`src/rtl/core/hme_pkg.sv`:
```
// Package for the Hubbard matrix element block: sizes, codes, item and command types.
// Used by the channel interfaces, the controller, the datapath and the top level.
`default_nettype none

package hme_pkg;

    localparam int MAX_SITES   = 16;
    localparam int MAX_HOPS    = 32;
    localparam int COEFF_WIDTH = 24;

    localparam int OP_W       = 2;
    localparam int MASK_W     = 16;
    localparam int MASK_IDX_W = $clog2(MASK_W);
    localparam int INDEX_W    = 5;
    localparam int SITE_SEL_W = 4;
    localparam int FIELD_W    = 24;
    localparam int RESULT_W   = 32;

    localparam int SITE_CNT_W  = 5;
    localparam int HOP_CNT_W   = 6;
    localparam int CFG_IDX_W   = 1;
    localparam int CFG_DATA_W  = 6;

    localparam int SITE_LIM_W  = $clog2(MAX_SITES + 1);
    localparam int HOP_LIM_W   = $clog2(MAX_HOPS + 1);
    localparam int SITE_ADDR_W = $clog2(MAX_SITES);
    localparam int HOP_ADDR_W  = (MAX_HOPS > 1) ? $clog2(MAX_HOPS) : 1;
    localparam int STEP_W      = (HOP_ADDR_W > SITE_ADDR_W) ? HOP_ADDR_W : SITE_ADDR_W;
    localparam int ENTRY_W     = 2 * SITE_SEL_W + COEFF_WIDTH;

    localparam int ACC_BITS = COEFF_WIDTH + $clog2(2 * MAX_HOPS + 3 * MAX_SITES) + 1;
    localparam int ACC_W    = (ACC_BITS > RESULT_W + 1) ? ACC_BITS : RESULT_W + 1;

    localparam logic [OP_W-1:0] OP_EVAL       = 2'd0;
    localparam logic [OP_W-1:0] OP_HOP_WRITE  = 2'd1;
    localparam logic [OP_W-1:0] OP_SITE_WRITE = 2'd2;

    localparam logic [CFG_IDX_W-1:0] REG_SITE_COUNT = 1'd0;
    localparam logic [CFG_IDX_W-1:0] REG_HOP_COUNT  = 1'd1;

    typedef logic [1:0] mode_t;
    localparam mode_t MODE_ZERO  = 2'd0;
    localparam mode_t MODE_WRITE = 2'd1;
    localparam mode_t MODE_DIAG  = 2'd2;
    localparam mode_t MODE_HOP   = 2'd3;

    typedef struct packed {
        logic [OP_W-1:0]           op;
        logic [MASK_W-1:0]         left_up;
        logic [MASK_W-1:0]         left_down;
        logic [MASK_W-1:0]         right_up;
        logic [MASK_W-1:0]         right_down;
        logic [INDEX_W-1:0]        entry_index;
        logic [SITE_SEL_W-1:0]     from_site;
        logic [SITE_SEL_W-1:0]     to_site;
        logic signed [FIELD_W-1:0] coeff_main;
        logic signed [FIELD_W-1:0] chem_up;
        logic signed [FIELD_W-1:0] chem_down;
    } hme_item_t;

    typedef struct packed {
        logic capture;
        logic clear;
        logic diag_step;
        logic hop_step;
        logic load_out;
    } hme_cmd_t;

    typedef struct packed {
        mode_t mode;
        logic  hop_empty;
        logic  last_site;
        logic  last_hop;
    } hme_status_t;

    function automatic logic signed [COEFF_WIDTH-1:0] to_coeff(
        input logic signed [FIELD_W-1:0] v
    );
        logic signed [31:0] wide;
        wide = 32'(v);
        return wide[COEFF_WIDTH-1:0];
    endfunction

endpackage

`default_nettype wire

```
`src/rtl/core/hme_in_if.sv`:
```
// Input channel of the Hubbard matrix element block: valid, ready and the item fields.
// Depends on hme_pkg for field widths.
`default_nettype none

interface hme_in_if;
    import hme_pkg::*;

    logic                      valid;
    logic                      ready;
    logic [OP_W-1:0]           op;
    logic [MASK_W-1:0]         left_up;
    logic [MASK_W-1:0]         left_down;
    logic [MASK_W-1:0]         right_up;
    logic [MASK_W-1:0]         right_down;
    logic [INDEX_W-1:0]        entry_index;
    logic [SITE_SEL_W-1:0]     from_site;
    logic [SITE_SEL_W-1:0]     to_site;
    logic signed [FIELD_W-1:0] coeff_main;
    logic signed [FIELD_W-1:0] chem_up;
    logic signed [FIELD_W-1:0] chem_down;

    modport source (
        output valid, op, left_up, left_down, right_up, right_down, entry_index,
               from_site, to_site, coeff_main, chem_up, chem_down,
        input  ready
    );

    modport sink (
        input  valid, op, left_up, left_down, right_up, right_down, entry_index,
               from_site, to_site, coeff_main, chem_up, chem_down,
        output ready
    );
endinterface

`default_nettype wire

```
`src/rtl/core/hme_out_if.sv`:
```
// Result channel of the Hubbard matrix element block: valid, ready and the result fields.
// Depends on hme_pkg for field widths.
`default_nettype none

interface hme_out_if;
    import hme_pkg::*;

    logic                       valid;
    logic                       ready;
    logic signed [RESULT_W-1:0] element_value;
    logic                       write_done;

    modport source (
        output valid, element_value, write_done,
        input  ready
    );

    modport sink (
        input  valid, element_value, write_done,
        output ready
    );
endinterface

`default_nettype wire

```
`src/rtl/core/hme_ram.sv`:
```
// Generic single-write, single-read RAM with registered read data.
// No dependencies.
`default_nettype none

module hme_ram #(
    parameter int WIDTH = 8,
    parameter int DEPTH = 16
) (
    input  logic                                          clk,
    input  logic                                          we,
    input  logic [((DEPTH > 1) ? $clog2(DEPTH) : 1)-1:0]  waddr,
    input  logic [WIDTH-1:0]                              wdata,
    input  logic [((DEPTH > 1) ? $clog2(DEPTH) : 1)-1:0]  raddr,
    output logic [WIDTH-1:0]                              rdata
);
    logic [WIDTH-1:0] mem [DEPTH];

    always_ff @(posedge clk)
    begin
        if (we)
        begin
            mem[waddr] <= wdata;
        end
        rdata <= mem[raddr];
    end
endmodule

`default_nettype wire

```
`src/rtl/core/hme_ctrl.sv`:
```
// Controller state machine of the Hubbard matrix element block.
// Depends on hme_pkg for the command and status types.
`default_nettype none

module hme_ctrl (
    input  logic                clk,
    input  logic                rst_n,
    input  logic                item_valid,
    output logic                item_ready,
    output logic                result_valid,
    input  logic                result_ready,
    input  hme_pkg::hme_status_t status,
    output hme_pkg::hme_cmd_t    cmd
);
    import hme_pkg::*;

    localparam logic [2:0] S_IDLE   = 3'd0;
    localparam logic [2:0] S_SETUP  = 3'd1;
    localparam logic [2:0] S_DIAG   = 3'd2;
    localparam logic [2:0] S_HOP    = 3'd3;
    localparam logic [2:0] S_FINISH = 3'd4;

    logic [2:0] state_reg;
    logic [2:0] state_next;
    logic       result_valid_reg;
    logic       result_valid_next;
    logic       out_free;

    assign item_ready   = (state_reg == S_IDLE);
    assign result_valid = result_valid_reg;
    assign out_free     = !result_valid_reg || result_ready;

    always_comb
    begin
        state_next    = state_reg;
        cmd           = '0;
        cmd.capture   = item_valid && item_ready;
        unique case (state_reg)
            S_IDLE:
            begin
                if (item_valid)
                begin
                    state_next = S_SETUP;
                end
            end
            S_SETUP:
            begin
                cmd.clear = 1'b1;
                if (status.mode == MODE_DIAG)
                begin
                    state_next = S_DIAG;
                end
                else if (status.mode == MODE_HOP && !status.hop_empty)
                begin
                    state_next = S_HOP;
                end
                else
                begin
                    state_next = S_FINISH;
                end
            end
            S_DIAG:
            begin
                cmd.diag_step = 1'b1;
                if (status.last_site)
                begin
                    state_next = S_FINISH;
                end
            end
            S_HOP:
            begin
                cmd.hop_step = 1'b1;
                if (status.last_hop)
                begin
                    state_next = S_FINISH;
                end
            end
            S_FINISH:
            begin
                if (out_free)
                begin
                    cmd.load_out = 1'b1;
                    state_next   = S_IDLE;
                end
            end
            default:
            begin
                state_next = S_IDLE;
            end
        endcase
    end

    always_comb
    begin
        if (cmd.load_out)
        begin
            result_valid_next = 1'b1;
        end
        else if (result_ready)
        begin
            result_valid_next = 1'b0;
        end
        else
        begin
            result_valid_next = result_valid_reg;
        end
    end

    always_ff @(posedge clk or negedge rst_n)
    begin
        if (!rst_n)
        begin
            state_reg        <= S_IDLE;
            result_valid_reg <= 1'b0;
        end
        else
        begin
            state_reg        <= state_next;
            result_valid_reg <= result_valid_next;
        end
    end
endmodule

`default_nettype wire

```
`src/rtl/core/hme_datapath.sv`:
```
// Datapath of the Hubbard matrix element block: configuration, coefficient storage,
// hopping table RAM, accumulator and result register. Depends on hme_pkg and hme_ram.
`default_nettype none

module hme_datapath (
    input  logic                               clk,
    input  logic                               rst_n,
    input  hme_pkg::hme_cmd_t                  cmd,
    input  hme_pkg::hme_item_t                 item_data,
    input  logic                               cfg_we,
    input  logic [hme_pkg::CFG_IDX_W-1:0]      cfg_index,
    input  logic [hme_pkg::CFG_DATA_W-1:0]     cfg_data,
    output hme_pkg::hme_status_t               status,
    output logic signed [hme_pkg::RESULT_W-1:0] element_value,
    output logic                               write_done
);
    import hme_pkg::*;

    localparam logic signed [ACC_W-1:0] SAT_HI = ACC_W'(32'h7FFF_FFFF);
    localparam logic signed [ACC_W-1:0] SAT_LO = -SAT_HI - ACC_W'(1);

    logic [SITE_CNT_W-1:0] site_count_reg;
    logic [HOP_CNT_W-1:0]  hop_count_reg;
    logic [SITE_LIM_W-1:0] n_eff;
    logic [HOP_LIM_W-1:0]  cnt_eff;

    logic signed [COEFF_WIDTH-1:0] site_int_reg [MAX_SITES];
    logic signed [COEFF_WIDTH-1:0] site_up_reg  [MAX_SITES];
    logic signed [COEFF_WIDTH-1:0] site_dn_reg  [MAX_SITES];

    mode_t             mode_reg;
    mode_t             mode_next;
    logic [MASK_W-1:0] diag_u_reg;
    logic [MASK_W-1:0] diag_d_reg;
    logic [MASK_W-1:0] hop_l_reg;
    logic [MASK_W-1:0] hop_r_reg;
    logic [MASK_W-1:0] hop_l_next;
    logic [MASK_W-1:0] hop_r_next;

    logic [STEP_W-1:0]       counter_reg;
    logic [STEP_W-1:0]       counter_next;
    logic [31:0]             counter_ext;
    logic signed [ACC_W-1:0] acc_reg;
    logic signed [ACC_W-1:0] acc_next;

    logic                    ram_we;
    logic [31:0]             widx_ext;
    logic [ENTRY_W-1:0]      ram_wdata;
    logic [ENTRY_W-1:0]      ram_rdata;

    logic [SITE_ADDR_W-1:0]  site_sel;
    logic                    bit_u;
    logic                    bit_d;
    logic signed [ACC_W-1:0] diag_term;

    logic [SITE_SEL_W-1:0]         hop_a;
    logic [SITE_SEL_W-1:0]         hop_b;
    logic [SITE_SEL_W-1:0]         hop_lo;
    logic [SITE_SEL_W-1:0]         hop_hi;
    logic signed [COEFF_WIDTH-1:0] hop_amp;
    logic [MASK_W-1:0]             between;
    logic [MASK_W-1:0]             move_mask;
    logic                          hop_take;
    logic signed [ACC_W-1:0]       amp_ext;
    logic signed [ACC_W-1:0]       hop_term;

    logic signed [RESULT_W-1:0] element_value_reg;
    logic                       write_done_reg;

    // Configuration registers.
    always_ff @(posedge clk or negedge rst_n)
    begin
        if (!rst_n)
        begin
            site_count_reg <= SITE_CNT_W'(12);
            hop_count_reg  <= '0;
        end
        else if (cfg_we)
        begin
            unique case (cfg_index)
                REG_SITE_COUNT: site_count_reg <= cfg_data[SITE_CNT_W-1:0];
                REG_HOP_COUNT:  hop_count_reg  <= cfg_data[HOP_CNT_W-1:0];
                default:        ;
            endcase
        end
    end

    always_comb
    begin
        if (site_count_reg == '0)
        begin
            n_eff = SITE_LIM_W'(1);
        end
        else if (32'(site_count_reg) > MAX_SITES)
        begin
            n_eff = SITE_LIM_W'(MAX_SITES);
        end
        else
        begin
            n_eff = SITE_LIM_W'(site_count_reg);
        end

        if (32'(hop_count_reg) > MAX_HOPS)
        begin
            cnt_eff = HOP_LIM_W'(MAX_HOPS);
        end
        else
        begin
            cnt_eff = HOP_LIM_W'(hop_count_reg);
        end
    end

    // Per-site coefficients, cleared by reset.
    always_ff @(posedge clk or negedge rst_n)
    begin
        if (!rst_n)
        begin
            for (int i = 0; i < MAX_SITES; i++)
            begin
                site_int_reg[i] <= '0;
                site_up_reg[i]  <= '0;
                site_dn_reg[i]  <= '0;
            end
        end
        else if (cmd.capture && item_data.op == OP_SITE_WRITE
                 && 32'(item_data.entry_index) < MAX_SITES)
        begin
            site_int_reg[SITE_ADDR_W'(item_data.entry_index)] <= to_coeff(item_data.coeff_main);
            site_up_reg[SITE_ADDR_W'(item_data.entry_index)]  <= to_coeff(item_data.chem_up);
            site_dn_reg[SITE_ADDR_W'(item_data.entry_index)]  <= to_coeff(item_data.chem_down);
        end
    end

    // Hopping table.
    assign widx_ext  = 32'(item_data.entry_index);
    assign ram_we    = cmd.capture && item_data.op == OP_HOP_WRITE
                       && widx_ext < MAX_HOPS;
    assign ram_wdata = {item_data.from_site, item_data.to_site,
                        to_coeff(item_data.coeff_main)};

    hme_ram #(
        .WIDTH (ENTRY_W),
        .DEPTH (MAX_HOPS)
    ) u_hop_ram (
        .clk   (clk),
        .we    (ram_we),
        .waddr (widx_ext[HOP_ADDR_W-1:0]),
        .wdata (ram_wdata),
        .raddr (counter_next[HOP_ADDR_W-1:0]),
        .rdata (ram_rdata)
    );

    // Classification of an evaluation item.
    always_comb
    begin
        mode_next  = MODE_ZERO;
        hop_l_next = item_data.left_up;
        hop_r_next = item_data.right_up;
        if (item_data.op == OP_HOP_WRITE || item_data.op == OP_SITE_WRITE)
        begin
            mode_next = MODE_WRITE;
        end
        else if (item_data.op == OP_EVAL)
        begin
            if (item_data.left_up == item_data.right_up
                && item_data.left_down == item_data.right_down)
            begin
                mode_next = MODE_DIAG;
            end
            else if (item_data.left_up == item_data.right_up)
            begin
                mode_next  = MODE_HOP;
                hop_l_next = item_data.left_down;
                hop_r_next = item_data.right_down;
            end
            else if (item_data.left_down == item_data.right_down)
            begin
                mode_next = MODE_HOP;
            end
        end
    end

    always_ff @(posedge clk or negedge rst_n)
    begin
        if (!rst_n)
        begin
            mode_reg <= MODE_ZERO;
        end
        else if (cmd.capture)
        begin
            mode_reg <= mode_next;
        end
    end

    always_ff @(posedge clk)
    begin
        if (cmd.capture)
        begin
            diag_u_reg <= item_data.left_up;
            diag_d_reg <= item_data.left_down;
            hop_l_reg  <= hop_l_next;
            hop_r_reg  <= hop_r_next;
        end
    end

    // Diagonal term of the current site.
    assign counter_ext = 32'(counter_reg);
    assign site_sel    = counter_reg[SITE_ADDR_W-1:0];
    assign bit_u       = diag_u_reg[counter_ext[MASK_IDX_W-1:0]];
    assign bit_d       = diag_d_reg[counter_ext[MASK_IDX_W-1:0]];

    always_comb
    begin
        diag_term = '0;
        if (bit_u && bit_d)
        begin
            diag_term = ACC_W'(site_int_reg[site_sel]);
        end
        if (bit_u)
        begin
            diag_term = diag_term + ACC_W'(site_up_reg[site_sel]);
        end
        if (bit_d)
        begin
            diag_term = diag_term + ACC_W'(site_dn_reg[site_sel]);
        end
    end

    // Hopping term of the current table entry.
    assign hop_a   = ram_rdata[ENTRY_W-1 -: SITE_SEL_W];
    assign hop_b   = ram_rdata[ENTRY_W-SITE_SEL_W-1 -: SITE_SEL_W];
    assign hop_amp = signed'(ram_rdata[COEFF_WIDTH-1:0]);
    assign hop_lo  = (hop_a < hop_b) ? hop_a : hop_b;
    assign hop_hi  = (hop_a < hop_b) ? hop_b : hop_a;

    always_comb
    begin
        for (int j = 0; j < MASK_W; j++)
        begin
            between[j] = (j > int'(hop_lo)) && (j < int'(hop_hi));
        end
    end

    assign move_mask = (MASK_W'(1) << hop_a) ^ (MASK_W'(1) << hop_b);
    assign hop_take  = (32'(hop_a) < 32'(n_eff)) && (32'(hop_b) < 32'(n_eff))
                       && (hop_a != hop_b)
                       && (hop_r_reg[hop_a] ^ hop_r_reg[hop_b])
                       && (hop_l_reg == (hop_r_reg ^ move_mask));
    assign amp_ext   = ACC_W'(hop_amp);
    assign hop_term  = (^(hop_r_reg & between)) ? -amp_ext : amp_ext;

    // Step counter and accumulator.
    always_comb
    begin
        counter_next = counter_reg;
        acc_next     = acc_reg;
        if (cmd.clear)
        begin
            counter_next = '0;
            acc_next     = '0;
        end
        else if (cmd.diag_step)
        begin
            counter_next = counter_reg + STEP_W'(1);
            acc_next     = acc_reg + diag_term;
        end
        else if (cmd.hop_step)
        begin
            counter_next = counter_reg + STEP_W'(1);
            if (hop_take)
            begin
                acc_next = acc_reg + hop_term;
            end
        end
    end

    always_ff @(posedge clk or negedge rst_n)
    begin
        if (!rst_n)
        begin
            counter_reg <= '0;
        end
        else
        begin
            counter_reg <= counter_next;
        end
    end

    always_ff @(posedge clk)
    begin
        acc_reg <= acc_next;
    end

    assign status.mode      = mode_reg;
    assign status.hop_empty = (cnt_eff == '0);
    assign status.last_site = (counter_ext == 32'(n_eff) - 32'd1);
    assign status.last_hop  = (counter_ext == 32'(cnt_eff) - 32'd1);

    // Result register with saturation.
    always_ff @(posedge clk)
    begin
        if (cmd.load_out)
        begin
            if (acc_reg > SAT_HI)
            begin
                element_value_reg <= RESULT_W'(SAT_HI);
            end
            else if (acc_reg < SAT_LO)
            begin
                element_value_reg <= RESULT_W'(SAT_LO);
            end
            else
            begin
                element_value_reg <= RESULT_W'(acc_reg);
            end
            write_done_reg <= (mode_reg == MODE_WRITE);
        end
    end

    assign element_value = element_value_reg;
    assign write_done    = write_done_reg;
endmodule

`default_nettype wire

```
`src/rtl/core/hubbard_matrix_element.sv`:
```
// Top level of the Hubbard matrix element block: controller, datapath and channel ports.
// Depends on hme_pkg, hme_in_if, hme_out_if, hme_ctrl and hme_datapath.
//
//   Channel   Direction  Handshake        Carries
//   item      in         valid / ready    op, four occupation masks, table write fields
//   result    out        valid / ready    element_value, write_done
//   cfg       in         cfg_we           site_count (index 0), hop_count (index 1)
//
// A table write, op 3, a zero element or a hop with no active entries passes through the
// setup and finish states into the result register, and the controller returns to idle and
// accepts the next transaction. A diagonal element also steps through the n active sites,
// one site per cycle, and a hopping element through each active entry (hop_count, at most 32).
// Reset sets site_count to 12, hop_count to 0 and clears the site coefficients; the hopping
// table holds no defined value until written. A result waits in the output register while the
// next transaction is accepted; the block holds its finished result when that register is full.
`default_nettype none

module hubbard_matrix_element (
    input  logic                           clk,
    input  logic                           rst_n,
    hme_in_if.sink                         item,
    hme_out_if.source                      result,
    input  logic                           cfg_we,
    input  logic [hme_pkg::CFG_IDX_W-1:0]  cfg_index,
    input  logic [hme_pkg::CFG_DATA_W-1:0] cfg_data
);
    import hme_pkg::*;

    hme_item_t   item_data;
    hme_cmd_t    cmd;
    hme_status_t status;

    assign item_data.op          = item.op;
    assign item_data.left_up     = item.left_up;
    assign item_data.left_down   = item.left_down;
    assign item_data.right_up    = item.right_up;
    assign item_data.right_down  = item.right_down;
    assign item_data.entry_index = item.entry_index;
    assign item_data.from_site   = item.from_site;
    assign item_data.to_site     = item.to_site;
    assign item_data.coeff_main  = item.coeff_main;
    assign item_data.chem_up     = item.chem_up;
    assign item_data.chem_down   = item.chem_down;

    hme_ctrl u_ctrl (
        .clk          (clk),
        .rst_n        (rst_n),
        .item_valid   (item.valid),
        .item_ready   (item.ready),
        .result_valid (result.valid),
        .result_ready (result.ready),
        .status       (status),
        .cmd          (cmd)
    );

    hme_datapath u_datapath (
        .clk           (clk),
        .rst_n         (rst_n),
        .cmd           (cmd),
        .item_data     (item_data),
        .cfg_we        (cfg_we),
        .cfg_index     (cfg_index),
        .cfg_data      (cfg_data),
        .status        (status),
        .element_value (result.element_value),
        .write_done    (result.write_done)
    );
endmodule

`default_nettype wire

```
`src/flat_wrapper.sv`:
```
// flat-port wrapper written by rule: the top's interface ports become plain ports
module hubbard_matrix_element_flat import hme_pkg::*;
  (clk, rst_n, cfg_we, cfg_index, cfg_data, item_valid, item_op, item_left_up, item_left_down, item_right_up, item_right_down, item_entry_index, item_from_site, item_to_site, item_coeff_main, item_chem_up, item_chem_down, item_ready, result_valid, result_element_value, result_write_done, result_ready);
  hme_in_if item_i ();
  hme_out_if result_i ();
  input  logic clk;
  input  logic rst_n;
  input  logic cfg_we;
  input  logic [hme_pkg::CFG_IDX_W-1:0] cfg_index;
  input  logic [hme_pkg::CFG_DATA_W-1:0] cfg_data;
  input wire logic [$bits(item_i.valid)-1:0] item_valid;
  input wire logic [$bits(item_i.op)-1:0] item_op;
  input wire logic [$bits(item_i.left_up)-1:0] item_left_up;
  input wire logic [$bits(item_i.left_down)-1:0] item_left_down;
  input wire logic [$bits(item_i.right_up)-1:0] item_right_up;
  input wire logic [$bits(item_i.right_down)-1:0] item_right_down;
  input wire logic [$bits(item_i.entry_index)-1:0] item_entry_index;
  input wire logic [$bits(item_i.from_site)-1:0] item_from_site;
  input wire logic [$bits(item_i.to_site)-1:0] item_to_site;
  input wire logic [$bits(item_i.coeff_main)-1:0] item_coeff_main;
  input wire logic [$bits(item_i.chem_up)-1:0] item_chem_up;
  input wire logic [$bits(item_i.chem_down)-1:0] item_chem_down;
  output wire logic [$bits(item_i.ready)-1:0] item_ready;
  output wire logic [$bits(result_i.valid)-1:0] result_valid;
  output wire logic [$bits(result_i.element_value)-1:0] result_element_value;
  output wire logic [$bits(result_i.write_done)-1:0] result_write_done;
  input wire logic [$bits(result_i.ready)-1:0] result_ready;
  assign item_i.valid = item_valid;
  assign item_i.op = item_op;
  assign item_i.left_up = item_left_up;
  assign item_i.left_down = item_left_down;
  assign item_i.right_up = item_right_up;
  assign item_i.right_down = item_right_down;
  assign item_i.entry_index = item_entry_index;
  assign item_i.from_site = item_from_site;
  assign item_i.to_site = item_to_site;
  assign item_i.coeff_main = item_coeff_main;
  assign item_i.chem_up = item_chem_up;
  assign item_i.chem_down = item_chem_down;
  assign item_ready = item_i.ready;
  assign result_valid = result_i.valid;
  assign result_element_value = result_i.element_value;
  assign result_write_done = result_i.write_done;
  assign result_i.ready = result_ready;
  hubbard_matrix_element u_core (.clk(clk), .rst_n(rst_n), .item(item_i), .result(result_i), .cfg_we(cfg_we), .cfg_index(cfg_index), .cfg_data(cfg_data));
endmodule
```
`config.mk`:
```
export PLATFORM = sky130hd
export DESIGN_NAME = hubbard_matrix_element_flat
export DESIGN_NICKNAME = d
export VERILOG_FILES = /design/src/rtl/core/hme_pkg.sv /design/src/rtl/core/hme_in_if.sv /design/src/rtl/core/hme_out_if.sv /design/src/rtl/core/hme_ram.sv /design/src/rtl/core/hme_ctrl.sv /design/src/rtl/core/hme_datapath.sv /design/src/rtl/core/hubbard_matrix_element.sv /design/src/flat_wrapper.sv
export SDC_FILE = /design/constraint.sdc
export NUM_CORES = 2
export LEC_CHECK = 0
export BUFFER_PORTS_ARGS = -buffer_cell sky130_fd_sc_hd__buf_2
export CAP_MARGIN = 20
export CORE_ASPECT_RATIO = 1.1
export CORE_MARGIN = 3
export CORE_UTILIZATION = 55
export DETAILED_ROUTE_END_ITERATION = 16
export PLACE_DENSITY = 0.73
export SYNTH_ARGS = -nofsm -noshare
export SYNTH_HDL_FRONTEND = slang
export SYNTH_SLANG_ARGS = --single-unit
```
`constraint.sdc`:
```
create_clock -name clk -period 16.63 [get_ports clk]
set_input_delay 1.663 -clock clk [delete_from_list [all_inputs] [get_ports clk]]
set_output_delay 1.663 -clock clk [all_outputs]
set_load 0.01 [all_outputs]
```
==> run_summary.xml <==
<?xml version="1.0" encoding="UTF-8"?>
<metrics>
  <group name="synth">
    <metric name="synth_seq_area_share" unit="">0.609</metric>
    <metric name="post_synthesis_sequential_element_count" unit="">2360</metric>
    <metric name="yosys-top-cells-area" unit="">edfxtp_1 32%, dfrtp_1 28%, mux4_2 14%</metric>
    <metric name="synthSimpleGateAreaFrac" unit="">0.0462</metric>
    <metric name="synth-async-reset-ratio" unit="">0.497</metric>
    <metric name="post-synth-top-area-fraction" unit="">0.319</metric>
    <metric name="synth.avg_cell_area" unit="um2">16.1</metric>
    <metric name="main_combinational_cell_family_by_area_after_synthesis" unit="">multiplexers</metric>
    <metric name="synthMuxAreaShare" unit="">0.268</metric>
    <metric name="post-synth-top-area-cell" unit="">edfxtp_1</metric>
    <metric name="syn-cell-area" unit="um2">106000</metric>
    <metric name="synth_flop_cell" unit="">dfrtp_1</metric>
    <metric name="post_synth_inst_count" unit="">6578</metric>
    <metric name="synth_edf_count" unit="">1121</metric>
    <metric name="mappedNetlistNets" unit="">6855</metric>
    <metric name="netlist-cell-type-count" unit="">81</metric>
    <metric name="post_synth_fa_ha_maj_area_fraction" unit="">0.0137</metric>
    <metric name="synth_xor_area_frac" unit="">0.0151</metric>
    <metric name="synth_compound_gate_area_share" unit="">0.0287</metric>
    <metric name="ys_warn_count" unit="">0</metric>
  </group>
  <group name="detailed_routing">
    <metric name="postRouteAntennaNets" unit="">0</metric>
    <metric name="postRouteWirelength" unit="mm">266</metric>
    <metric name="vias_per_cell" unit="">6.41</metric>
    <metric name="route.detailed.drc" unit="">0</metric>
    <metric name="routed_wire_length_per_instance" unit="um">28.3</metric>
    <metric name="drt_first_pass_iters" unit="">6</metric>
    <metric name="detailedRoute.firstIterationViolations" unit="">5755</metric>
    <metric name="vias" unit="">60258</metric>
  </group>
  <group name="die">
    <metric name="area_of_the_core_region" unit="um2">191000</metric>
    <metric name="total_die_area" unit="um2">197000</metric>
    <metric name="starting_density" unit="">0.554</metric>
    <metric name="io-pin-count" unit="">198</metric>
    <metric name="num_rows" unit="">168</metric>
    <metric name="die_x" unit="um">424</metric>
    <metric name="die_h" unit="um">466</metric>
  </group>
  <group name="place">
    <metric name="numPortBuffers" unit="">197</metric>
    <metric name="post-dp-hpwl" unit="mm">156</metric>
    <metric name="gpl.final_weighted_congestion" unit="">0.912</metric>
  </group>
  <group name="cts">
    <metric name="cts-htree-levels" unit="">4</metric>
    <metric name="postCtsHoldBufs" unit="">0</metric>
    <metric name="cts.sink_count" unit="">2360</metric>
    <metric name="post_cts.repair.setup_buffers" unit="">0</metric>
    <metric name="cts.clk_slew.worst_paths" unit="ns">0.06</metric>
    <metric name="clock_tree_root" unit="">clkbuf_16</metric>
    <metric name="cts_made_buffers" unit="">223</metric>
    <metric name="buffers_from_clock_root_to_sink_at_most" unit="">3</metric>
    <metric name="tritoncts" unit="">done</metric>
    <metric name="resized_cells_post_cts" unit="">0</metric>
    <metric name="clk-insertion-delay-late" unit="ns">0.88</metric>
  </group>
  <group name="global_routing">
    <metric name="grt_remaining_overflow" unit="">0</metric>
    <metric name="grt_first_pass_wirelength" unit="mm">401</metric>
    <metric name="grt_usage" unit="">0.271</metric>
    <metric name="via_count_of_the_first_global_routing_pass" unit="">62059</metric>
    <metric name="grt_antenna_before_repair" unit="">20</metric>
    <metric name="largest_net_degree_at_the_start_of_global_routing" unit="">192</metric>
  </group>
  <group name="critical_path">
    <metric name="register_to_register_setup_slack" unit="ns">6.16</metric>
    <metric name="worst-setup-path-type" unit="">register to register</metric>
    <metric name="timing.critical_path.fanout_max" unit="">92</metric>
    <metric name="cp.required" unit="ns">17.43</metric>
    <metric name="critical_path.max_stage_delay" unit="ns">0.91</metric>
    <metric name="worstSetupStartpoint" unit="">u_core.u_datapath.counter_reg[0]$_DFF_PN0_</metric>
    <metric name="rr_startpoint" unit="">u_core.u_datapath.counter_reg[0]$_DFF_PN0_</metric>
    <metric name="worst_r2r_dst" unit="">u_core.u_datapath.acc_reg[32]$_SDFFE_PP0P_</metric>
    <metric name="worst_path_dominant_cell_family" unit="">compound AO/OA/AOI/OAI gates</metric>
    <metric name="crit_path_end" unit="">u_core.u_datapath.acc_reg[32]$_SDFFE_PP0P_</metric>
    <metric name="arrival" unit="ns">11.26</metric>
    <metric name="worst_path_max_delay_cell" unit="">dfrtp_4</metric>
    <metric name="wp_depth" unit="">37</metric>
    <metric name="crit_buf_inv" unit="">3</metric>
    <metric name="setup.worst_path.end_class" unit="">register</metric>
    <metric name="r2r.worst_path.cells" unit="">37</metric>
    <metric name="worstSetupStartpointType" unit="">register</metric>
  </group>
  <group name="job">
    <metric name="drv.max_cap_violation_count" unit="">0</metric>
  </group>
  <group name="layout">
    <metric name="largest_register_ffs" unit="">1024</metric>
    <metric name="most_common_cell_after_layout_fill_and_taps_aside" unit="">mux2_2</metric>
    <metric name="design.final.nets" unit="">6934</metric>
    <metric name="drive_gt1_frac" unit="">0.378</metric>
    <metric name="finalCoreUtilization" unit="">0.614</metric>
    <metric name="largest_register" unit="">u_core.u_datapath.u_hop_ram.mem</metric>
    <metric name="layout-area-overhead-vs-synth" unit="%">10.8</metric>
    <metric name="highest_count_cells_in_the_layout_ignoring_fill_and_taps" unit="">1199 x mux2_2, 1168 x dfrtp_1, 1121 x edfxtp_1</metric>
  </group>
  <group name="timing">
    <metric name="max_slew.worst_pin.slew" unit="ns">1.17</metric>
    <metric name="min_period" unit="ns">10.47</metric>
    <metric name="setup_total_negative_slack" unit="ns">0</metric>
    <metric name="slew_violations" unit="">0</metric>
    <metric name="hold_violations" unit="">0</metric>
    <metric name="grt_setup_unrepaired" unit="">no</metric>
    <metric name="report.final.setup_viol" unit="">0</metric>
    <metric name="period_share" unit="">0.629</metric>
    <metric name="fin_worst_skew" unit="ns">0.0310</metric>
    <metric name="relSlewSlack" unit="">0.222</metric>
    <metric name="achievable-frequency" unit="MHz">95.6</metric>
  </group>
  <group name="power">
    <metric name="static-leakage-power" unit="nW">47.9</metric>
    <metric name="vdd.ir_drop.worst" unit="V">0.000110</metric>
    <metric name="power_density" unit="nW/um2">113</metric>
  </group>
  <group name="min_path">
    <metric name="min_path_cells" unit="">1</metric>
    <metric name="min-delay-path-class" unit="">register to register</metric>
  </group>
  <group name="status">
    <metric name="run_status" unit="">complete, no violations</metric>
  </group>
</metrics>
==> cell usage after synthesis, types with 47 or more instances <==
cell / instances
nor2_1: 195
xnor2_1: 94
a21o_1: 47
mux4_2: 635
nand3_1: 191
edfxtp_1: 1121
dfxtp_1: 65
clkbuf_1: 375
xor2_1: 80
nand2_1: 419
a21oi_1: 140
mux2i_1: 50
ha_1: 111
mux2_2: 1199
o21ai_0: 134
dfrtp_1: 1172
==> final cells by class <==
| class | instances | area (um2) |
|---|---|---|
| sequential | 2360 | 64400 |
| antenna | 9 | 22.5 |
| clock inverter | 100 | 1160 |
| timing repair buffer | 313 | 2000 |
| inverter | 45 | 171 |
| multi-input combinational | 3714 | 39700 |
| clock buffer | 316 | 6410 |
| fill | 13714 | 73600 |
| tap | 2550 | 3190 |
==> stage by stage <==
stage / power [W] / instance area (um2) / hold WS [ns] / std cells / worst slack, ns
after floorplan: 0.00762 / 106000 / 0.474 / 6578 / 7.53
after global placement: 0.00805 / 109000 / 0.481 / 8976 / 6.30
after CTS: 0.0133 / 117000 / 0.501 / 9393 / 6.12
after detailed placement: 0.00810 / 109000 / 0.487 / 8977 / 6.16
after global routing: 0.0137 / 117000 / 0.504 / 9401 / 5.21
final: 0.0132 / 117000 / 0.497 / 9407 / 6.16
==> report_power, final <==
group / switching, W / internal (W) / total (W)
sequential: 0.000192 / 0.00648 / 0.00667
combinational: 0.000722 / 0.000605 / 0.00133
clock: 0.00225 / 0.00296 / 0.00521
total: 0.00316 / 0.0100 / 0.0132
==> cell families (layout without fill, tap and decap cells) <==
logic type	Yosys count	in the layout
flip-flops	2360	2360
multiplexers	1885	1885
AND/OR/NAND/NOR	1055	1055
buffers and inverters	504	774
AO/OA/AOI/OAI	483	483
XOR/XNOR	177	177
adder cells (fa/ha/maj)	114	114
other	0	9
==> how the worst min path moves through the flow <==
stage | to | startpoint
5_1_grt | u_core.u_datapath.site_dn_reg[328]$_DFFE_PN0P_ | u_core.u_datapath.site_dn_reg[328]$_DFFE_PN0P_
2_1_floorplan | u_core.u_datapath.site_up_reg[120]$_DFFE_PN0P_ | u_core.u_datapath.site_up_reg[120]$_DFFE_PN0P_
6_report | u_core.u_datapath.site_up_reg[196]$_DFFE_PN0P_ | u_core.u_datapath.site_up_reg[196]$_DFFE_PN0P_
4_1_cts | u_core.u_datapath.site_dn_reg[45]$_DFFE_PN0P_ | u_core.u_datapath.site_dn_reg[45]$_DFFE_PN0P_
3_3_place_gp | u_core.u_datapath.site_int_reg[21]$_DFFE_PN0P_ | u_core.u_datapath.site_int_reg[21]$_DFFE_PN0P_
3_5_place_dp | u_core.u_datapath.site_dn_reg[45]$_DFFE_PN0P_ | u_core.u_datapath.site_dn_reg[45]$_DFFE_PN0P_
==> metal layers <==
layer,vias up,wire (um),global-route usage,part of all wire
met5,-,79,0,0.00030
met4,12,7090,0.0775,0.027
met3,416,17700,0.0425,0.067
met2,2272,129000,0.440,0.49
met1,32190,112000,0.383,0.42
li1,25368,-,-,-
Power figures use the tool's default switching activity.
